--- src/sv/ubqp_pkg.sv ---
// ----------------------------------------------------------------------------
// ubqp_pkg
// Shared types and constants for the buffered serial queue pair.
// ----------------------------------------------------------------------------
`default_nettype none

package ubqp_pkg;

	localparam int unsigned BYTE_W         = 8;
	localparam int unsigned CFG_W          = 9;
	localparam int unsigned CFG_IDX_W      = 2;
	localparam int unsigned SIZE_RESET     = 256;
	localparam int unsigned RX_DEPTH_DEF   = 256;
	localparam int unsigned TX_DEPTH_DEF   = 256;
	localparam int unsigned CNT_OUT_W      = 9;
	localparam int unsigned IN_TDATA_W     = 24;
	localparam int unsigned OUT_TDATA_W    = 32;

	// configuration register indexes
	localparam logic [CFG_IDX_W-1:0] REG_RX_SIZE     = 2'd0;
	localparam logic [CFG_IDX_W-1:0] REG_TX_SIZE     = 2'd1;
	localparam logic [CFG_IDX_W-1:0] REG_NONBLOCKING = 2'd2;
	localparam logic [CFG_IDX_W-1:0] REG_RUNNING     = 2'd3;

	typedef enum logic [2:0] {
		OP_LINE_IN  = 3'd0,
		OP_TX_READY = 3'd1,
		OP_PUT      = 3'd2,
		OP_GET      = 3'd3,
		OP_PEEK     = 3'd4,
		OP_UNGET    = 3'd5
	} op_t;

	typedef enum logic [2:0] {
		ST_OK         = 3'd0,
		ST_NOT_RUN    = 3'd1,
		ST_EMPTY      = 3'd2,
		ST_RETRY      = 3'd3,
		ST_DROPPED    = 3'd4,
		ST_BAD_OFFSET = 3'd5
	} status_t;

	typedef struct packed {
		logic push;
		logic pop;
	} ring_cmd_t;

	typedef struct packed {
		logic full;
		logic empty;
	} ring_flag_t;

endpackage

`default_nettype wire

--- src/sv/ubqp_ram.sv ---
// ----------------------------------------------------------------------------
// ubqp_ram
// Byte store for one ring: one write and one registered read per cycle.
// ----------------------------------------------------------------------------
`default_nettype none

module ubqp_ram
	import ubqp_pkg::*;
#(
	parameter int unsigned DEPTH = RX_DEPTH_DEF,
	localparam int unsigned AW   = $clog2(DEPTH)
) (
	input  wire logic              clk,
	input  wire logic              we,
	input  wire logic [AW-1:0]     waddr,
	input  wire logic [BYTE_W-1:0] wdata,
	input  wire logic              re,
	input  wire logic [AW-1:0]     raddr,
	output logic      [BYTE_W-1:0] rdata
);

	logic [BYTE_W-1:0] mem [DEPTH];
	logic [BYTE_W-1:0] rdata_q;

	always_ff @(posedge clk) begin
		if (we) begin
			mem[waddr] <= wdata;
		end
	end

	// read data holds until the next read
	always_ff @(posedge clk) begin
		if (re) begin
			rdata_q <= mem[raddr];
		end
	end

	assign rdata = rdata_q;

endmodule

`default_nettype wire

--- config.mk ---
export PLATFORM = sky130hd
export DESIGN_NAME = ubqp_ram
export DESIGN_NICKNAME = d
export VERILOG_FILES = /design/src/sv/ubqp_pkg.sv /design/src/sv/ubqp_ram.sv
export SDC_FILE = /design/constraint.sdc
export NUM_CORES = 2
export LEC_CHECK = 0
export BUFFER_PORTS_ARGS = -buffer_cell sky130_fd_sc_hd__buf_2
export CAP_MARGIN = 20
export CORE_MARGIN = 2
export CORE_UTILIZATION = 50
export DETAILED_ROUTE_END_ITERATION = 6
export PLACE_DENSITY = 0.65
export SYNTH_ARGS = -nofsm -noshare
export SYNTH_HDL_FRONTEND = slang
export SYNTH_SLANG_ARGS = --single-unit
--- constraint.sdc ---
create_clock -name clk -period 3.8 [get_ports clk]
set_clock_uncertainty 0.15 [all_clocks]
set_input_delay 0.76 -clock clk [delete_from_list [all_inputs] [get_ports clk]]
set_output_delay 0.76 -clock clk [all_outputs]
set_load 0.01 [all_outputs]
# Word level (Yosys, flattened, before mapping)
# Memory sizes are Yosys's and may differ from the RTL's. A register that Yosys moved wholly into a read port is not among the register bits.
# Index checks and enable logic that the tools add are counted.
# word_totals
regBits	0
ramBits	2048
input_bits	27
output_inout_bits	8
elab_cells	3
n_memories	1
# classes
n_mux	2
# memory_table
memory	depth	word_bits	rd	rd_clocked_by_memory_dff	write_ports	line_no	source
mem	256	8	1	1	1	ubqp_ram.sv:22	logic [BYTE_W-1:0] mem [DEPTH];
# op_table
cell	count
$mux 1	2

# Longest topological paths before layout
# depth
ltp_word	2
ltp_mapped	11

# Least setup slack after synthesis
# Ideal clock, no wire load.
# synth_path
path_type	in2reg
start	input raddr[0]
end	register rdata_q[2], in the netlist rdata[2], read port of mem, data pin
setup_time_ns	0.269
arrival_time_ns	2.567
required_time_ns	3.381
setup_slack_ns	0.814
path_stages	9
n_path_buf	4
path_cell_list	buf_6 -> buf_12 -> buf_8 -> buf_2 -> mux4_2 -> a22oi_1 -> a21oi_1 -> nor4_1 -> nor4_2
# synth_lines
element	line_no	source
start, declared	ubqp_ram.sv:18	input wire logic [AW-1:0] raddr,
end, declared	ubqp_ram.sv:23	logic [BYTE_W-1:0] rdata_q;

==> flow_metrics.tcl <==
set metrics [dict create \
    cts_tree "done" \
    io_buffers 34 \
    dpl-instance-area_um2 85500 \
    cts_sinks 2056 \
    groute.layer.met1.usage_pct 35.1 \
    synth_xor_area_share_pct 0 \
    cts-htree-levels 4 \
    cp_max_fo 26 \
    synth_nets 3760 \
    synth_compound_area_share_pct 3.42 \
    seq_area_frac_synth_pct 77.5 \
    start_util_pct 50.3 \
    powerDensity_nw_per_um2 511 \
    synth_top_family_by_area "multiplexers" \
    setup_ws_ns 0.356 \
    io_pins 35 \
    status "completed" \
    die-area_um2 162000 \
    cts_root_buf "clkbuf_16" \
    relSlewSlack_pct 24.2 \
    syn_area_um2 79600 \
    cts_resized 0 \
    clock_path_buffers 3 \
    grt_use_met3_pct 4.94 \
    start_kind "input pin" \
    drc 0 \
    yosysTopAreaCell "edfxtp_1" \
    finalMaxSlewViolations 0 \
    seq_power_share_pct 53.3 \
    cp_data_required_time_ns 4.20 \
    p_int_mw 37.0 \
    grt_max_degree 134 \
    routed_wl_um 197000 \
    fin_area_um2 91900 \
    synth_area_leaders "edfxtp_1, mux4_2, mux2i_1" \
    cp-end-kind "flip-flop" \
    peakVddDrop_uv 416 \
    die_w_um 403 \
    rows 146 \
    finalNonFillerCells 6479 \
    die_y_um 403 \
    power.share.clock_pct 41.6 \
    async_flop_share_pct 0 \
    place_ws_ns -0.576 \
    drt_iter0_markers 4761 \
    p_switching_mw 9.97 \
    swShare_pct 21.2 \
    timing.hold.ws_ns 0.230 \
    period_needed_ns 3.44 \
    cts-buffers-inserted 201 \
    p_total_mw 47.0 \
    grt.busiest_layer "met2" \
    rsz0062_at_grt "false" \
    final_util_pct 58.1 \
    hold_buffers 0 \
    worstMarginPinSlew_ns 1.13 \
    core-area_um2 158000 \
    dr_total_vias 40341 \
    ys_types 54 \
    ys_warn_count 0 \
    clock_latency_ns 0.84 \
    grt_pass1_wl_um 285000 \
    synth_ff_type "edfxtp_1" \
    max_cap_violations 0 \
    synth_edf_count 2056 \
    drive_above_1_share_pct 29.5 \
    cts_setup_buffers 0 \
    post_synth_fa_ha_maj_area_fraction_pct 0 \
    crit_arrival_ns 3.85 \
    fin_crit_sh_pct 90.6 \
    p_leak_nw 29.4 \
    grt_use_met2_pct 38.2 \
    area_delta_synth_final_pct 15.4 \
    final_nets 4268 \
    muxShareOfSynthArea_pct 14.6 \
    dp_cells 6109 \
    grt_usage_pct 24.5 \
    grt_pass1_vias 40241 \
    setup-violations-final 0 \
    viasPerCell 6.23 \
    netlist_instances 3733 \
    first_pass_iters 5 \
    cts.clk_slew.worst_paths_ns 0.06 \
    hold_viol 0 \
    postSynthAreaPerCell_um2 21.3 \
    antenna_left 0 \
    antenna_found_initial 16 \
    synth_seq_cells 2056 \
    synth_simple_gate_area_share_pct 2.63 \
    wire_per_inst_um 30.5 \
    gp_congestion 0.851 \
    hp-class "in -> reg" \
    synth_top_area_share_pct 77.5 \
    fmax_mhz 290 \
    worstSetupPathType "in -> reg" \
    combPwrFrac_pct 5.1 \
    setup_tns_ns 0 \
    dp_hpwl_um 124000 \
    overflow 0 \
]
==> final timing paths <==
path                    start           to  slack, ns  cells after the start
setup / recovery     raddr[0]     rdata[5]       0.36                      9
setup reg to reg  mem[209][5]     rdata[5]       0.76                      6
hold / removal       wdata[1]  mem[226][1]       0.23                      1
hold reg to reg    mem[54][3]     rdata[3]       1.11                      6
==> metal layers <==
metal  up-vias  wire length, um
met5         -              126
met4        20             5660
met3       316            18600
met2      1976            94700
met1     21281            78500
li1      16748                -
==> Yosys cell counts, drive strengths merged (12+ instances only) <==
master / instances
a22oi: 133
nand3: 34
nor2b: 31
clkbuf: 111
buf: 122
o22ai: 28
mux4: 456
a21oi: 96
o21ai: 12
mux2i: 134
o221ai: 47
nor3: 22
nand2: 33
nor4: 27
nor2: 282
a221oi: 14
a211oi: 16
edfxtp: 2056
==> kinds of logic after synthesis <==
logic type | after synthesis
AOI/OAI and AO/OA | 385
buffers and inverters | 235
DFF | 2056
muxes | 591
and+or+nand+nor | 466
==> layout make-up <==
type | count | area (um^2)
Clock inverter | 129 | 1260
Timing Repair Buffer | 538 | 4640
Fill cell | 11433 | 66300
Clock buffer | 237 | 5190
Multi-Input combinational cell | 1442 | 16500
Inverter | 2 | 7.51
Tap cell | 2072 | 2590
Sequential cell | 2056 | 61700
Antenna cell | 3 | 7.51
==> critical path, stage by stage <==
cell	delay, ns
buf_8	0.21
buf_4	0.19
buf_12	0.26
buf_12	0.25
mux4_2	0.53
a221oi_1	0.62
o32ai_1	0.30
nor3_1	0.56
nor4_1	0.13
==> state kept, by name (all words and copies together) (netlist names) <==
| signal | cells |
|---|---|
| mem | 2048 |
| rdata | 8 |
==> power by group through the flow <==
stage / Combinational [mW] / Sequential, mW / Clock [mW]
after global routing: 2.55 / 25.0 / 20.7
after CTS: 2.43 / 25.0 / 19.8
after detailed placement: 2.42 / 25.5 / 0
final: 2.42 / 25.0 / 19.5
after floorplan: 1.21 / 25.5 / 0
after global placement: 2.39 / 25.5 / 0
==> cells in the final DEF, fill, tap and decap left out, types with 8 or more instances in the layout <==
| cell type | instances |
|---|---|
| nor2_1 | 279 |
| nand4_1 | 10 |
| o22ai_1 | 28 |
| edfxtp_1 | 2056 |
| a221oi_1 | 13 |
| o221ai_1 | 46 |
| a22oi_1 | 133 |
| buf_2 | 23 |
| mux4_2 | 454 |
| a22o_1 | 8 |
| buf_8 | 9 |
| bufinv_16 | 20 |
| nand3_1 | 31 |
| nor2b_1 | 28 |
| a21oi_1 | 96 |
| a211oi_1 | 16 |
| clkinv_2 | 42 |
| clkinv_1 | 46 |
| o21ai_0 | 10 |
| nor3_1 | 22 |
| buf_12 | 47 |
| nand2b_1 | 8 |
| mux2i_1 | 134 |
| buf_4 | 457 |
| nand2_1 | 33 |
| clkbuf_16 | 202 |
| clkbuf_1 | 35 |
| o211ai_1 | 10 |
| nor4_1 | 24 |
Power figures use the tool's default switching activity.
