File: config.mk
export PLATFORM = sky130hd
export DESIGN_NAME = ubqp_ring
export DESIGN_NICKNAME = d
export VERILOG_FILES = /design/src/sv/ubqp_pkg.sv /design/src/sv/ubqp_ring.sv
export SDC_FILE = /design/constraint.sdc
export NUM_CORES = 1
export LEC_CHECK = 0
export BUFFER_PORTS_ARGS = -buffer_cell sky130_fd_sc_hd__buf_2
export CORE_AREA = 2 2 93 95
export DETAILED_ROUTE_END_ITERATION = 16
export DIE_AREA = 0 0 95 97
export PLACE_DENSITY = 0.61
export SLEW_MARGIN = 20
export SYNTH_ARGS = -nofsm -noshare
export SYNTH_HDL_FRONTEND = slang
export SYNTH_SLANG_ARGS = --single-unit
File: constraint.sdc
create_clock -name clk -period 5.7 [get_ports clk]
set_clock_uncertainty 0.1 [all_clocks]
set_input_delay 1.71 -clock clk [delete_from_list [all_inputs] [get_ports clk]]
set_output_delay 1.71 -clock clk [all_outputs]
set_load 0.1 [all_outputs]
File: src/sv/ubqp_pkg.sv
// ----------------------------------------------------------------------------
// ubqp_pkg
// Shared types and constants for the buffered serial queue pair.
// ----------------------------------------------------------------------------
`default_nettype none

package ubqp_pkg;

	localparam int unsigned BYTE_W         = 8;
	localparam int unsigned CFG_W          = 9;
	localparam int unsigned CFG_IDX_W      = 2;
	localparam int unsigned SIZE_RESET     = 256;
	localparam int unsigned RX_DEPTH_DEF   = 256;
	localparam int unsigned TX_DEPTH_DEF   = 256;
	localparam int unsigned CNT_OUT_W      = 9;
	localparam int unsigned IN_TDATA_W     = 24;
	localparam int unsigned OUT_TDATA_W    = 32;

	// configuration register indexes
	localparam logic [CFG_IDX_W-1:0] REG_RX_SIZE     = 2'd0;
	localparam logic [CFG_IDX_W-1:0] REG_TX_SIZE     = 2'd1;
	localparam logic [CFG_IDX_W-1:0] REG_NONBLOCKING = 2'd2;
	localparam logic [CFG_IDX_W-1:0] REG_RUNNING     = 2'd3;

	typedef enum logic [2:0] {
		OP_LINE_IN  = 3'd0,
		OP_TX_READY = 3'd1,
		OP_PUT      = 3'd2,
		OP_GET      = 3'd3,
		OP_PEEK     = 3'd4,
		OP_UNGET    = 3'd5
	} op_t;

	typedef enum logic [2:0] {
		ST_OK         = 3'd0,
		ST_NOT_RUN    = 3'd1,
		ST_EMPTY      = 3'd2,
		ST_RETRY      = 3'd3,
		ST_DROPPED    = 3'd4,
		ST_BAD_OFFSET = 3'd5
	} status_t;

	typedef struct packed {
		logic push;
		logic pop;
	} ring_cmd_t;

	typedef struct packed {
		logic full;
		logic empty;
	} ring_flag_t;

endpackage

`default_nettype wire

File: src/sv/ubqp_ring.sv
// ----------------------------------------------------------------------------
// ubqp_ring
// Pointer, flag and size control for one ring; reports the fill count.
// ----------------------------------------------------------------------------
`default_nettype none

module ubqp_ring
	import ubqp_pkg::*;
#(
	parameter int unsigned DEPTH = RX_DEPTH_DEF,
	localparam int unsigned AW   = $clog2(DEPTH),
	localparam int unsigned SW   = $clog2(DEPTH + 1)
) (
	input  wire logic             clk,
	input  wire logic             arst_n,
	input  wire logic             size_we,
	input  wire logic [CFG_W-1:0] size_wdata,
	input  wire ring_cmd_t        cmd,
	output logic      [AW-1:0]    head,
	output logic      [AW-1:0]    tail,
	output ring_flag_t            flags,
	output logic      [SW-1:0]    size,
	output logic      [SW-1:0]    fill
);

	localparam int unsigned SIZE_RST = (DEPTH < SIZE_RESET) ? DEPTH : SIZE_RESET;

	logic [AW-1:0] head_q, tail_q;
	logic          full_q, empty_q;
	logic [SW-1:0] size_q;
	logic [SW-1:0] size_d;
	logic [SW-1:0] head_inc, tail_inc;
	logic [AW-1:0] head_adv, tail_adv;

	// saturate the written size to 1..DEPTH
	always_comb begin
		if (size_wdata == '0) begin
			size_d = SW'(1);
		end else if (32'(size_wdata) > DEPTH) begin
			size_d = SW'(DEPTH);
		end else begin
			size_d = SW'(size_wdata);
		end
	end

	assign head_inc = SW'(head_q) + SW'(1);
	assign tail_inc = SW'(tail_q) + SW'(1);
	assign head_adv = (head_inc >= size_q) ? '0 : head_inc[AW-1:0];
	assign tail_adv = (tail_inc >= size_q) ? '0 : tail_inc[AW-1:0];

	always_ff @(posedge clk or negedge arst_n) begin
		if (!arst_n) begin
			head_q  <= '0;
			tail_q  <= '0;
			full_q  <= 1'b0;
			empty_q <= 1'b1;
			size_q  <= SW'(SIZE_RST);
		end else if (size_we) begin
			size_q  <= size_d;
			head_q  <= '0;
			tail_q  <= '0;
			full_q  <= 1'b0;
			empty_q <= 1'b1;
		end else if (cmd.push) begin
			head_q  <= head_adv;
			empty_q <= 1'b0;
			full_q  <= (head_adv == tail_q);
		end else if (cmd.pop) begin
			tail_q  <= tail_adv;
			full_q  <= 1'b0;
			empty_q <= (head_q == tail_adv);
		end
	end

	always_comb begin
		if (full_q) begin
			fill = size_q;
		end else if (head_q >= tail_q) begin
			fill = SW'(head_q) - SW'(tail_q);
		end else begin
			fill = SW'(head_q) + size_q - SW'(tail_q);
		end
	end

	assign head        = head_q;
	assign tail        = tail_q;
	assign flags.full  = full_q;
	assign flags.empty = empty_q;
	assign size        = size_q;

endmodule

`default_nettype wire

Word level (Yosys, flattened, before mapping) --
Index checks and enable logic that the tools add are counted.
Word-level totals: flip-flop bits (word level) 27, input bits 14, output and inout bits 36
Cells by class: reduce and logical (&&, ||, !) cells 5, $add $sub $neg 5, magnitude comparators 4, muxes and demuxes 17, equality and inequality tests 3
Operators with widths (count):
- two-way mux 8 bit | 7
- two-way mux 9 bit | 4
- adder 8 x 1 -> 9 bit (second input constant) | 2
- greater-or-equal comparator 9 bit | 2
- == test 8 bit | 2
- adder 8 x 9 -> 9 bit | 1
- greater-than comparator 9 bit (second input constant) | 1
- zero test 9 bit | 1
- subtractor 8 x 8 -> 9 bit | 1
- subtractor 9 x 8 -> 9 bit | 1
- greater-or-equal comparator 8 bit | 1
- two-way mux 1 bit | 6
- nonzero test 2 bit | 2
- nonzero test 3 bit | 1
- inequality test 2 bit (second input constant) | 1
- AND reduction 2 bit | 1

Depth between registers and ports, before layout --
Gate-level depths: netlist of the first run.
depth after elaboration 7, mapped depth 13, gate-level depth less buffers 13

Worst setup path after synthesis of the first run --
OpenSTA, ideal clock, no wires.
kind register to output, start point register tail_q[1], in the netlist tail[1], end point output fill[1], path slack -1.058 ns, buffers on the path 0, cell stages (with the launch flop) 10, required time 3.890 ns, arrival 4.948 ns, cell sequence dfrtp_1 -> inv_1 -> ha_1 -> nor2b_1 -> o31a_1 -> o211a_1 -> o221a_2 -> nor2_2 -> mux2_2 -> o21ai_0
On the way: cells in the longest elaborated chain, start to end 3, elaborated cells between the ends (all ways) 5, classes of those cells add/sub: 2; order compare: 1; mux: 2
RTL lines:
- start, declared | line ubqp_ring.sv:28 | logic [AW-1:0] head_q, tail_q;
- start signal, assigned | line ubqp_ring.sv:69 | tail_q <= tail_adv;
- subtractor 9 x 8 -> 9 bit (tied with other cells) | line ubqp_ring.sv:81 | fill = SW'(head_q) + size_q - SW'(tail_q);
- two-way mux 9 bit * | line ubqp_ring.sv:78 | end else if (head_q >= tail_q) begin
- two-way mux 9 bit * | line ubqp_ring.sv:76 | if (full_q) begin
- end, declared | line ubqp_ring.sv:23 | output logic [SW-1:0] fill
Mark *: on every way between the ends. The rest lies on a longest branch, timed or not.

Final worst setup path of the first run --
start point register head_q[2], in the netlist head[2], end point output fill[8]
On the way: cells in the longest elaborated chain, start to end 4, elaborated cells between the ends (all ways) 6, classes of those cells add/sub: 3; order compare: 1; mux: 2
RTL lines:
- start, declared | line ubqp_ring.sv:28
- start signal, assigned | line ubqp_ring.sv:65 | head_q <= head_adv;
- adder 8 x 9 -> 9 bit | line ubqp_ring.sv:81
- subtractor 9 x 8 -> 9 bit | line ubqp_ring.sv:81
- two-way mux 9 bit * | line ubqp_ring.sv:78
- two-way mux 9 bit * | line ubqp_ring.sv:76
Marked as above.

==> metrics.md, run 1 <==
| Metric | Value |
|---|---|
| Synth Area in Simple Gates | a little under a fifth |
| Die Wd | 95 um |
| Netlist cell types | 64 |
| Mean Syn Cell Area | just over 8 sq um |
| Most used cell, CP | inv_1 |
| # IOs | 50 |
| Area delta synth->final | 14.9% |
| Post-synthesis net count | 456 |
| Fin util | a little under half |
| Placed insts | 545 |
| # setup viols final | 0 |
| Crit Path Max Fanout | 8 |
| CTS HTree Levels | 1 |
| Via-to-Cell Ratio | about 5.6 |
| Fillers | approximately 830 |
| Total power | 0.803 mW |
| CTS tree | yes |
| Largest stage delay, worst path | approximately 0.56 ns |
| PwrDens | between 200 and 250 nW/um^2 |
| Non-Filler Instances | around 550 |
| Final Max Tran Viols | 0 |
| Port buffer count | 49 |
| Critical path launch point type | flip-flop |
| EDFF count, synth | 0 |
| Clk slew on worst S/H paths | about 0.09 ns |
| Worst Max-Slew Pin Slew | between 0.7 and 0.8 ns |
| Post-DP Area | about 3600 sq um |
| Post-synthesis mux area share | 2.22% |
| Nets | 505 |
| Final ANT Viol Nets | 0 |
| Post-DP HPWL | approximately 7.7 mm |
| Initial antenna violation count | 0 |
| Synth warn | 0 |
| Pre-antenna DRT Iters | 5 |
| CTS max path bufs | 2 |
| Max Clock Freq | about 180 MHz |
| Gpl congestion | 0.903 |
| Arrival time at the worst endpoint | approximately 3.6 ns |
| Drt total wl | between 9 and 10 mm |
| Syn Inst Count | slightly below 400 |
| Most frequent cells in the layout | inv_1 (49), buf_2 (48), ha_1 (37), nand2_1 (33), o21ai_0 (31) |
| Share of layout cells above drive strength 1 | about a fifth |
| Commonest non-fill, non-tap cell in the layout | inv_1 |
| MaxCap Viol Count | 0 |
| Core area | 8130 sq um |
| Final Cycle Share | a little over nine tenths |
| Postcts setup bufs | 0 |
| # DRC | 0 |
| Root buf cell | clkbuf_8 |
| Number of synthesized register bits | 27 |
| CP required | 3.89 ns |
| Drt initial violations | approximately 180 |
| Worst min-delay path category | reg -> reg |
| Clk Latency, worst-skew pair | about 0.28 ns |
| Largest net degree at the start of global routing | 28 |
| Adder-Cell Fraction of Synth Area | ~20% |
| P_leak | 1.83 nW |
| Synth Flop Type | dfrtp_1 |
| Ordered cell list for the critical path | inv_1 > fa_1 > inv_1 > ha_1 > nor2b_1 > o21ai_0 > a21oi_1 > o41ai_1 > xor2_1 > nor4b_1 > a311o_2 > clkbuf_4 |
| Synth Area in XOR/XNOR | under 10% |
| Outcome | completed |
| Crit end category | output port |
| Async set-reset flop share out of synthesis | 100% |
| Die H | just under 100 um |
| First-pass GRT wire length | 15.4 mm |
| Synthesized cell area | approximately 3200 sq um |
| Total gr overflow | 0 |
| Critical path class | reg -> out |
| Post-synthesis compound-gate area fraction | a little over a fifth |
| Clk sink count | 27 |
| Number of global-route vias before repair | 2934 |
| Std cell rows | 33 |
| Main combinational cell family by area after synthesis | compound AO/OA/AOI/OAI gates |
| Slowest stage cell, crit path | fa_1 |
| Relative slew margins | between 40% and 50% |
| Final Hold Vio Count | 0 |
| Clock buffer count from CTS | 3 |
| Maximum vdd ir drop | ~0.10 mV |
| Final min period | 5.41 ns |
| Sequential-to-total area share from yosys stat | between 20% and 30% |
| DR WL/cell | between 15 and 20 um |
| Via count | between 3000 and 4000 |
| # diodes | 0 |
| Design Area, Final | 3700 sq um |
| GRT Total Usage | around 22% |
| Initial Util | between 30% and 40% |
| Die Area | a little over 9000 sq um |
| RSZ-0062 raised after global routing | no |
## stage by stage
stage                     setup slack (ns)  hold slack (ns)  setup TNS [ns]
final                                0.289            0.516               0
after global routing                0.0451            0.541               0
after CTS                            0.158            0.514               0
after detailed placement             0.520            0.497               0
after global placement               0.564            0.502               0
after floorplan                     -0.301            0.430          -0.316
## cells in the mapped netlist (3+ instances only)
library cell / number / area (sq um)
a21o_1: 5 / 37.5
a21oi_1: 24 / 120
a22o_1: 3 / 26.3
a22oi_1: 4 / 30.0
buf_2: 3 / 15.0
buf_4: 3 / 22.5
clkbuf_1: 8 / 30.0
dfrtp_1: 25 / 626
fa_1: 9 / 180
ha_1: 37 / 463
inv_1: 49 / 184
mux2i_1: 6 / 60.1
nand2_1: 33 / 124
nand2b_1: 6 / 37.5
nand3_1: 10 / 50.1
nand4_1: 6 / 37.5
nor2_1: 25 / 93.8
nor2b_1: 11 / 68.8
nor3_1: 4 / 20.0
nor4_1: 4 / 25.0
o21a_1: 4 / 30.0
o21ai_0: 32 / 160
o22ai_1: 3 / 18.8
o41ai_1: 3 / 26.3
or3_1: 3 / 18.8
xnor2_1: 22 / 193
xor2_1: 5 / 43.8
## registers in the layout, summed over array words and instances (netlist names)
signal / flops
empty_q: 1
size: 9
full_q: 1
head: 8
tail: 8
## worst max-delay path, delay by kind of cell, from the launching register on
| family | cells | cell delay, ns |
|---|---|---|
| flops | 1 | 0.47 |
| compound gates | 4 | 1.07 |
| fa+ha+maj | 2 | 0.88 |
| simple gates | 2 | 0.22 |
| xor+xnor | 1 | 0.22 |
| buf+inv | 3 | 0.48 |
## cells by family (layout without fill, tap and decap cells)
kind of cell             Yosys count  after routing
multiplexers                       7              7
AO/OA/AOI/OAI                    106            106
XOR/XNOR                          29             29
AND/OR/NAND/NOR                  115            115
flip-flops                        27             27
adder cells (fa/ha/maj)           46             46
buffers and inverters             66            114
## cell type report
cell class	instances	area (sq um)	share of cell area, %
clock buffers	4	45.0	1.22
inverters	51	191	5.18
multi-input cells	303	2330	62.9
flip-flops and latches	27	679	18.4
well taps	105	131	3.55
repair buffers	59	323	8.73
## per-layer routing
layer | vias to the layer above | part of all wire [%] | GRT usage (%)
met5 | - | 0 | 0
met4 | 0 | 2.2 | 5.57
met3 | 25 | 5.2 | 1.79
met2 | 125 | 46 | 34.9
met1 | 1461 | 46 | 30.9
li1 | 1486 | - | -
## power breakdown
group / switching, mW / internal, mW
logic: 0.347 / 0.130
clock network: 0.0629 / 0.0503
registers: 0.0119 / 0.201
## what timing repair did
action / in CTS / in global routing
resized for setup: 0 / 2
hold buffers: 0 / 0
endpoints found under the hold margin: 0 / 0
setup endpoints to repair: 0 / 1
## worst paths after layout
check,from,to,slack (ns),cells after the start
max,head[2],fill[8],0.29,12
max reg2reg,head[1],full_q,1.71,12
max in group asynchronous,arst_n,head[2],3.70,1
min in group asynchronous,arst_n,tail[3],1.35,1
min reg2reg,size[8],size[8],0.52,2
min,size[8],size[8],0.52,2
(Power assumes the default switching activity.)
==> run 2, diff against run 1 <==
- CORE_AREA: 2 2 93 95 -> 2 2 71 124
- DIE_AREA: 0 0 95 97 -> 0 0 73 126
==> run 2 against run 1 <==
Against the previous run:
- sequential power about the same
- critical path type unchanged
- power grew 8.6%
- largest cell class unchanged
- largest power group unchanged
- die area shrank 0.18%
- utilization shrank 0.29 points
- count of clock-buffer cells in the layout down 1
- critical path depth is the same
- first-iteration DRC count decreased by 16%
- final area grew 0.20%
- routed wire length increased by 6.4%
- global-route usage increased by 1.5 points
- setup slack better by 0.026 ns
- combinational power is 1% higher
==> metrics.md, run 2 (synthesized netlist as in run 1, its figures left out) <==
| Metric | Value |
|---|---|
| Outcome | completed |
| Post-DP HPWL | around 8.3 mm |
| Clock buffer count from CTS | 3 |
| Cts hold-fix bufs | 0 |
| Clk Latency, worst-skew pair | 0.28 ns |
| # diodes | 0 |
| Worst Hold Endpoint | head[0] |
| Area delta synth->final | 15.1% |
| Worst Max-Slew Pin Slew | approximately 0.80 ns |
| First-pass GRT wire length | 16.0 mm |
| Pre-antenna DRT Iters | 4 |
| Crit Path Max Fanout | 8 |
| MaxCap Viol Count | 0 |
| Std cell rows | 44 |
| Most used cell, CP | inv_1 |
| Number of global-route vias before repair | about 3100 |
| Via-to-Cell Ratio | between 5 and 6 |
| Critical path launch point type | flip-flop |
| Design Area, Final | 3700 sq um |
| Die H | between 100 and 150 um |
| Die Area | ~9200 sq um |
| Hold path depth | 3 |
| Crit end category | output port |
| Relative slew margins | between 40% and 50% |
| Hold WS | around 0.5 ns |
| Critical path buffers and inverters | 3 |
| Gpl congestion | slightly above 0.9 |
| PwrDens | 236 nW/um^2 |
| DR WL/cell | 19.2 um |
| Total gr overflow | 0 |
| # DRC | 0 |
| Dpl ws | about 0.5 ns |
| Largest stage delay, worst path | between 0.5 and 0.6 ns |
| Critical path class | reg -> out |
| Worst min-delay path category | reg -> reg |
| RSZ-0062 raised after global routing | no |
| Most frequent cells in the layout | inv_1 (49), buf_2 (48), ha_1 (37), nand2_1 (33), o21ai_0 (31) |
| Clk slew on worst S/H paths | around 0.07 ns |
| # setup viols final | 0 |
| Final min period | 5.38 ns |
| Core area | ~8200 sq um |
| Worst reg2reg endpoint | full_q |
| CTS max path bufs | 2 |
| # IOs | 50 |
| Root buf cell | clkbuf_16 |
| Nets | around 500 |
| Slowest stage cell, crit path | fa_1 |
| HP Start | head[0] |
| CTS tree | yes |
| FF+latch area | 679 sq um |
| Maximum vdd ir drop | 0.108 mV |
| Final ANT Viol Nets | 0 |
| Footprint of the multi-input gates | about 2300 sq um |
| Initial Util | 39.2% |
| Worst reg2reg path depth | 11 |
| Ordered cell list for the critical path | inv_1 > fa_1 > inv_1 > ha_1 > nor2b_1 > o21ai_0 > a21oi_1 > o41ai_1 > xor2_1 > nor4b_1 > a311o_2 > clkbuf_4 |
| P_leak | 1.84 nW |
| Max reg flops | 9 |
| Max Clock Freq | 186 MHz |
| Drt total wl | 10.2 mm |
| Clk sink count | 27 |
| Post-DP Area | approximately 3600 sq um |
| Commonest non-fill, non-tap cell in the layout | inv_1 |
| Postcts setup bufs | 0 |
| Worst reg-to-reg setup slack | approximately 1.7 ns |
| RR Startpoint | head[1] |
| Fillers | ~840 |
| Setup ws final | 0.315 ns |
| Post-CTS Resized | 0 |
| Final Max Tran Viols | 0 |
| Die Wd | 73 um |
| Arrival time at the worst endpoint | ~3.6 ns |
| GRT Total Usage | between 20 and 25% |
| Final Hold Vio Count | 0 |
| CP required | between 3 and 4 ns |
| Port buffer count | 49 |
| Drt initial violations | ~150 |
| TNS Setup | 0 ns |
| Fin util | a little under half |
| Kind of cell adding the most delay to the critical path | compound AO/OA/AOI/OAI gates |
| CTS HTree Levels | 1 |
| Final Cycle Share | 94.5% |
| Initial antenna violation count | 0 |
| Largest net degree at the start of global routing | 28 |
| Via count | ~3100 |
| Share of layout cells above drive strength 1 | approximately a fifth |
==> run 2: changes by cell type in the layout (fill, tap and decap cells not counted), sizes merged <==
cell	previous run	this run
inv	50	51
buf	58	56
clkbuf	5	4
==> run 2: worst max path at each step <==
stage / from / to / slack, ns / cells after the start
final: head[2] / fill[8] / 0.32 / 12
after floorplan: tail[1] / fill[1] / -0.30 / 9
after detailed placement: head[2] / fill[8] / 0.49 / 12
after global placement: head[2] / fill[8] / 0.54 / 12
after CTS: head[2] / fill[8] / 0.19 / 12
after global routing: head[1] / fill[5] / 0.06 / 12
==> run 2: metal layers <==
layer / track usage, % / part of all wire (%)
met5: 0 / 0
met4: 13.6 / 6.3
met2: 41.1 / 53
met1: 25.4 / 37
met3: 2.24 / 3.7
==> run 2: final cells by class <==
cell class | count | area share, %
Clock buffer | 3 | 2.03
Clock inverter | 1 | 0.236
Inverter | 51 | 5.17
Multi-Input combinational cell | 303 | 62.8
Sequential cell | 27 | 18.3
Tap cell | 92 | 3.11
Timing Repair Buffer | 57 | 8.31
==> run 2: power by group <==
| group | switching, mW | internal, mW | total (mW) |
|---|---|---|---|
| Combinational | 0.354 | 0.130 | 0.484 |
| Clock | 0.0783 | 0.0976 | 0.176 |
| Sequential | 0.0117 | 0.201 | 0.213 |
| Total | 0.444 | 0.428 | 0.873 |
==> run 2: worst register-to-register path, delay by kind of cell (launching register included) <==
kind / cells / cell delay, ns
AOI/OAI and AO/OA: 5 / 1.75
adders and majority gates: 2 / 0.66
and+or+nand+nor: 2 / 0.41
buffers and inverters: 1 / 0.23
xor gates and xnor gates: 1 / 0.19
DFF: 1 / 0.56
==> run 2: through the flow <==
| stage | instances | total power [mW] |
|---|---|---|
| final | 534 | 0.873 |
| after global routing | 534 | 0.917 |
| after CTS | 534 | 0.875 |
| after detailed placement | 530 | 0.698 |
| after global placement | 530 | 0.694 |
| after floorplan | 396 | 0.608 |
